$ cat src/rtl/rgbhsi_pkg.sv
// Package for the RGB to HSI pixel core: widths, CORDIC angle table.
// No dependencies.
package rgbhsi_pkg;
  localparam int ANGLE_BITS_DEF = 16;
  localparam int CORDIC_STEPS   = 24;
  localparam int XY_W           = 30;   // |x|,|y| < 2^28 growth-safe
  localparam int Z_W            = 34;
  localparam int SUM_W          = 10;
  localparam int SQRT3_Q16      = 113512;

  function automatic logic [31:0] atan_turn(input int i);
    case (i)
      0: atan_turn = 32'd536870912;  1: atan_turn = 32'd316933406;
      2: atan_turn = 32'd167458907;  3: atan_turn = 32'd85004756;
      4: atan_turn = 32'd42667331;   5: atan_turn = 32'd21354465;
      6: atan_turn = 32'd10679838;   7: atan_turn = 32'd5340245;
      8: atan_turn = 32'd2670163;    9: atan_turn = 32'd1335087;
      10: atan_turn = 32'd667544;    11: atan_turn = 32'd333772;
      12: atan_turn = 32'd166886;    13: atan_turn = 32'd83443;
      14: atan_turn = 32'd41722;     15: atan_turn = 32'd20861;
      16: atan_turn = 32'd10430;     17: atan_turn = 32'd5215;
      18: atan_turn = 32'd2608;      19: atan_turn = 32'd1304;
      20: atan_turn = 32'd652;       21: atan_turn = 32'd326;
      22: atan_turn = 32'd163;       23: atan_turn = 32'd81;
      default: atan_turn = 32'd0;
    endcase
  endfunction
endpackage

$ cat src/rtl/rgbhsi_sat_div.sv
// Pipelined restoring divider for saturation: floor((3*min*65536+sum)/(2*sum)).
// One quotient bit per stage, 16 stages, advances on en. Uses rgbhsi_pkg.
module rgbhsi_sat_div (
  input  logic                           clk,
  input  logic                           en,
  input  logic [rgbhsi_pkg::SUM_W-1:0]   sum_i,
  input  logic [7:0]                     mn_i,
  output logic [15:0]                    quo_o
);
  import rgbhsi_pkg::*;
  localparam int NS = 16;
  localparam int DW = SUM_W + 1;
  localparam int NW = 27;
  logic [NW-1:0] num_r [NS];
  logic [DW-1:0] den_r [NS];
  logic [DW-1:0] rem_r [NS];
  logic [15:0]   q_r   [NS];
  logic [NW-1:0] num0;
  assign num0 = NW'({mn_i, 16'd0}) + NW'({mn_i, 17'd0}) + NW'(sum_i);
  for (genvar k = 0; k < NS; k++) begin : g_st
    logic [NW-1:0] num_in;
    logic [DW-1:0] den_in, rem_in;
    logic [15:0]   q_in;
    logic [DW:0]   t;
    logic          ge;
    if (k == 0) begin : g_head
      // quotient < 2^16 since 3*min <= sum, so the top 11 bits seed the remainder
      assign num_in = num0;
      assign den_in = {sum_i, 1'b0};
      assign rem_in = num0[NW-1:16];
      assign q_in   = '0;
    end else begin : g_body
      assign num_in = num_r[k-1];
      assign den_in = den_r[k-1];
      assign rem_in = rem_r[k-1];
      assign q_in   = q_r[k-1];
    end
    assign t  = {rem_in, num_in[15-k]};
    assign ge = t >= {1'b0, den_in};
    always_ff @(posedge clk) begin
      if (en) begin
        num_r[k] <= num_in;
        den_r[k] <= den_in;
        rem_r[k] <= ge ? DW'(t - {1'b0, den_in}) : DW'(t);
        q_r[k]   <= {q_in[14:0], ge};
      end
    end
  end
  assign quo_o = q_r[NS-1];
endmodule
$ cat config.mk
export PLATFORM = sky130hd
export DESIGN_NAME = rgbhsi_sat_div
export DESIGN_NICKNAME = d
export VERILOG_FILES = /design/src/rtl/rgbhsi_pkg.sv /design/src/rtl/rgbhsi_sat_div.sv
export SDC_FILE = /design/constraint.sdc
export NUM_CORES = 1
export LEC_CHECK = 0
export BUFFER_PORTS_ARGS = -buffer_cell sky130_fd_sc_hd__buf_2
export CAP_MARGIN = 10
export CORE_MARGIN = 2
export CORE_UTILIZATION = 45
export DETAILED_ROUTE_END_ITERATION = 7
export GPL_TIMING_DRIVEN = 0
export PLACE_DENSITY_LB_ADDON = 0.25
export SLEW_MARGIN = 10
export SYNTH_ARGS = -nofsm -noshare
export SYNTH_HDL_FRONTEND = slang
export SYNTH_SLANG_ARGS = --single-unit
$ cat constraint.sdc
create_clock -name clk -period 3.18 [get_ports clk]
set_clock_uncertainty 0.1 [all_clocks]
set_input_delay 0 -clock clk [delete_from_list [all_inputs] [get_ports clk]]
set_output_delay 0 -clock clk [all_outputs]
set_load 0.005 [all_outputs]
==> results.cfg <==
[timing]
timing.fmax_mhz = 330
worst_slack_ps = 146
setup_violations = 0
layout_min_cycle_time_ps = 3030
worst_hold_slack_ps = 48.3
rsz0062_at_grt = false
finalHoldViolations = 0
slew_violations = 0
finalCritPeriodShare = 0.954
relSlewSlack = 0.453
worst_pin_slew_ps = 821
tns_ps = 0

[route]
num_vias = 13800
drc = 0
post_drt_via_cell_ratio = 5.33
drt_iter0_drc = 675
firstDrtPassIters = 5
detail_route.wl_per_cell_um = 16.0
postRouteAntennaNets = 0
wirelength_um = 41300

[place]
dp.cells = 2485
io_buffers = 35
preCtsSetupSlack_ps = -471
post_dp_cell_area_um2 = 24200
routabilityCongestion = 0.868
hpwl_um = 29600

[power_and_ir_drop]
ir_worst_vdd_mv = 0.427
power.density_nw_per_um2 = 911
power_mw = 23.6
p_leak_nw = 10.1

[global_routing]
grt_pass1_vias = 13900
grt_overflow = 0
grt_antenna_before_repair = 0
grt_pass1_wl_um = 68400
grt_max_degree = 118
grt.total_usage = 0.157

[job]
cap_viol_max_count = 0

[cells_and_area]
multi_input_area_um2 = 9250
fill_cells = 4392
final_cells = 2588
drive_gt1_frac = 0.136
layout.cells.most_common_list = edfxtp_1, inv_1, ha_1
syn2layout_area_growth_pct = 12.3
finish.instance_area_um2 = 25900
antenna_cells = 0
seqCellArea_um2 = 13100
layout.nets = 2072
final_util = 0.508
layout_commonest_cell = edfxtp_1

[worst_setup_path]
crit_cells = 12
crit_buf_inv = 3
crit_chain = dlygate4sd3_1, buf_2, ha_1, or4_1, nand3_1, xnor2_1, ha_1, a21o_1, a221o_1, nor2b_2, buf_6, mux2_2
reg2reg_to = rem_r[0][31]
worstSetupEndpointType = register
cp_top_family = buffers and inverters
cp_slowest_cell = dlygate4sd3_1
r2r_slack_ps = 510
start_kind = input pin
worstRegToRegCells = 7
startpoint = mn_i[6]
cp.required_ps = 3410
cp.arrival_ps = 3270
timing.rr.start = num_r[0][33]
cp_max_fo = 10
crit_path_frequent_cell = ha_1
critPathMaxStageDelay_ps = 530
worstSetupEndpoint = rem_r[0][3]
worstSetupPathType = in2reg

[cts]
clk_path_buf_depth = 3
cts-root-buf = clkbuf_16
clk_latency_ps = 590
numCtsBuffers = 47
clock_sinks = 436
cts_tree = done
htreeDepth = 2
clk_transition_reported_paths_ps = 60

[floorplan]
core_area_um2 = 51100
die_h_um = 231
io_pins = 36
die_x_um = 231
rows = 83
start_util = 0.452
die_area_um2 = 53200

[logic_synthesis]
syn-instance-count = 1767
synth-warning-count = 0
syn_area_per_cell_um2 = 13.1
synth_cell_type_count = 73
synth_seq_cells = 436
ys_seq_area_frac = 0.566
synthArstFlopShare = 0
synth-main-ff-cell = edfxtp_1
syn-num-nets = 1965
netlist_area_um2 = 23100
synth_edf_count = 436

[status]
status = complete, no violations

[worst_hold_path]
hp-class = in2reg
## Yosys cell counts (8+ instances only)
cell type / instances / share of area
nand2b_1: 25 / 0.0068
nand3b_1: 9 / 0.0029
inv_1: 188 / 0.031
buf_2: 8 / 0.0017
nand3_1: 30 / 0.0065
ha_1: 162 / 0.088
or4b_2: 10 / 0.0043
mux2_2: 112 / 0.055
a211o_1: 9 / 0.0034
nor2_1: 115 / 0.019
a21oi_1: 77 / 0.017
or4_1: 14 / 0.0045
nor2b_1: 45 / 0.012
mux2i_1: 45 / 0.019
o21ai_0: 73 / 0.016
fa_1: 16 / 0.014
a31oi_1: 15 / 0.0041
o21a_1: 36 / 0.012
xor2_1: 26 / 0.0099
xnor2_1: 46 / 0.017
o31a_1: 9 / 0.0034
edfxtp_1: 436 / 0.57
o211ai_1: 21 / 0.0068
nand4_1: 9 / 0.0024
nand4b_1: 8 / 0.0030
nand2_1: 25 / 0.0041
nor3_1: 38 / 0.0082
o21bai_1: 15 / 0.0049
a21o_1: 27 / 0.0088
## kinds of logic (layout without fill, tap and decap cells)
family	Yosys count	count (layout)	synth area share
multiplexers	160	160	0.0755
adder cells (fa/ha/maj)	178	178	0.102
flip-flops	436	436	0.566
AND/OR/NAND/NOR	364	364	0.0861
XOR/XNOR	72	72	0.0273
AO/OA/AOI/OAI	355	355	0.110
buffers and inverters	202	343	0.0336
## where the power goes
group          internal (mW)  leakage [nW]  switching (mW)
Combinational           4.58          5.15            4.81
Clock                   3.21         0.726            2.18
Sequential              8.18          4.25           0.663
## cell type report
type	instances	share of cell area
flip-flops and latches	436	0.505
multi-input cells	1129	0.356
clock buffers	59	0.0471
well taps	680	0.0328
inverters	188	0.0272
repair buffers	58	0.0179
clock inverters	24	0.0111
plain buffers	14	0.00285
## repair_timing
item	4_1_cts	5_1_grt
endpoints found under the hold margin	126	0
hold buffers	19	0
setup buffers	0	1
endpoints found under the setup margin	0	7
resized for setup	0	2
## worst min-delay path by stage
stage                     startpoint          end  slack (ps)  cells after the start
after global placement      sum_i[2]  num_r[0][2]         100                      1
after detailed placement    sum_i[2]  num_r[0][2]         100                      1
final                       sum_i[2]  num_r[0][2]          50                      2
after floorplan             sum_i[0]  num_r[0][0]          -1                      0
after global routing        sum_i[1]  num_r[0][1]          50                      2
after CTS                   sum_i[2]  num_r[0][2]           5                      2
## metal layers
metal	track usage	routed length (um)	vias up
li1	-	-	6890
met1	0.199	18800	6612
met2	0.273	19900	208
met3	0.0267	1470	81
met4	0.0524	1140	0
met5	0	0	-
## flip-flops by register name, summed over array words and instances, names as in the netlist
name and cells:
num_r 143, rem_r 157, q_r 136
(Power assumes the default switching activity.)
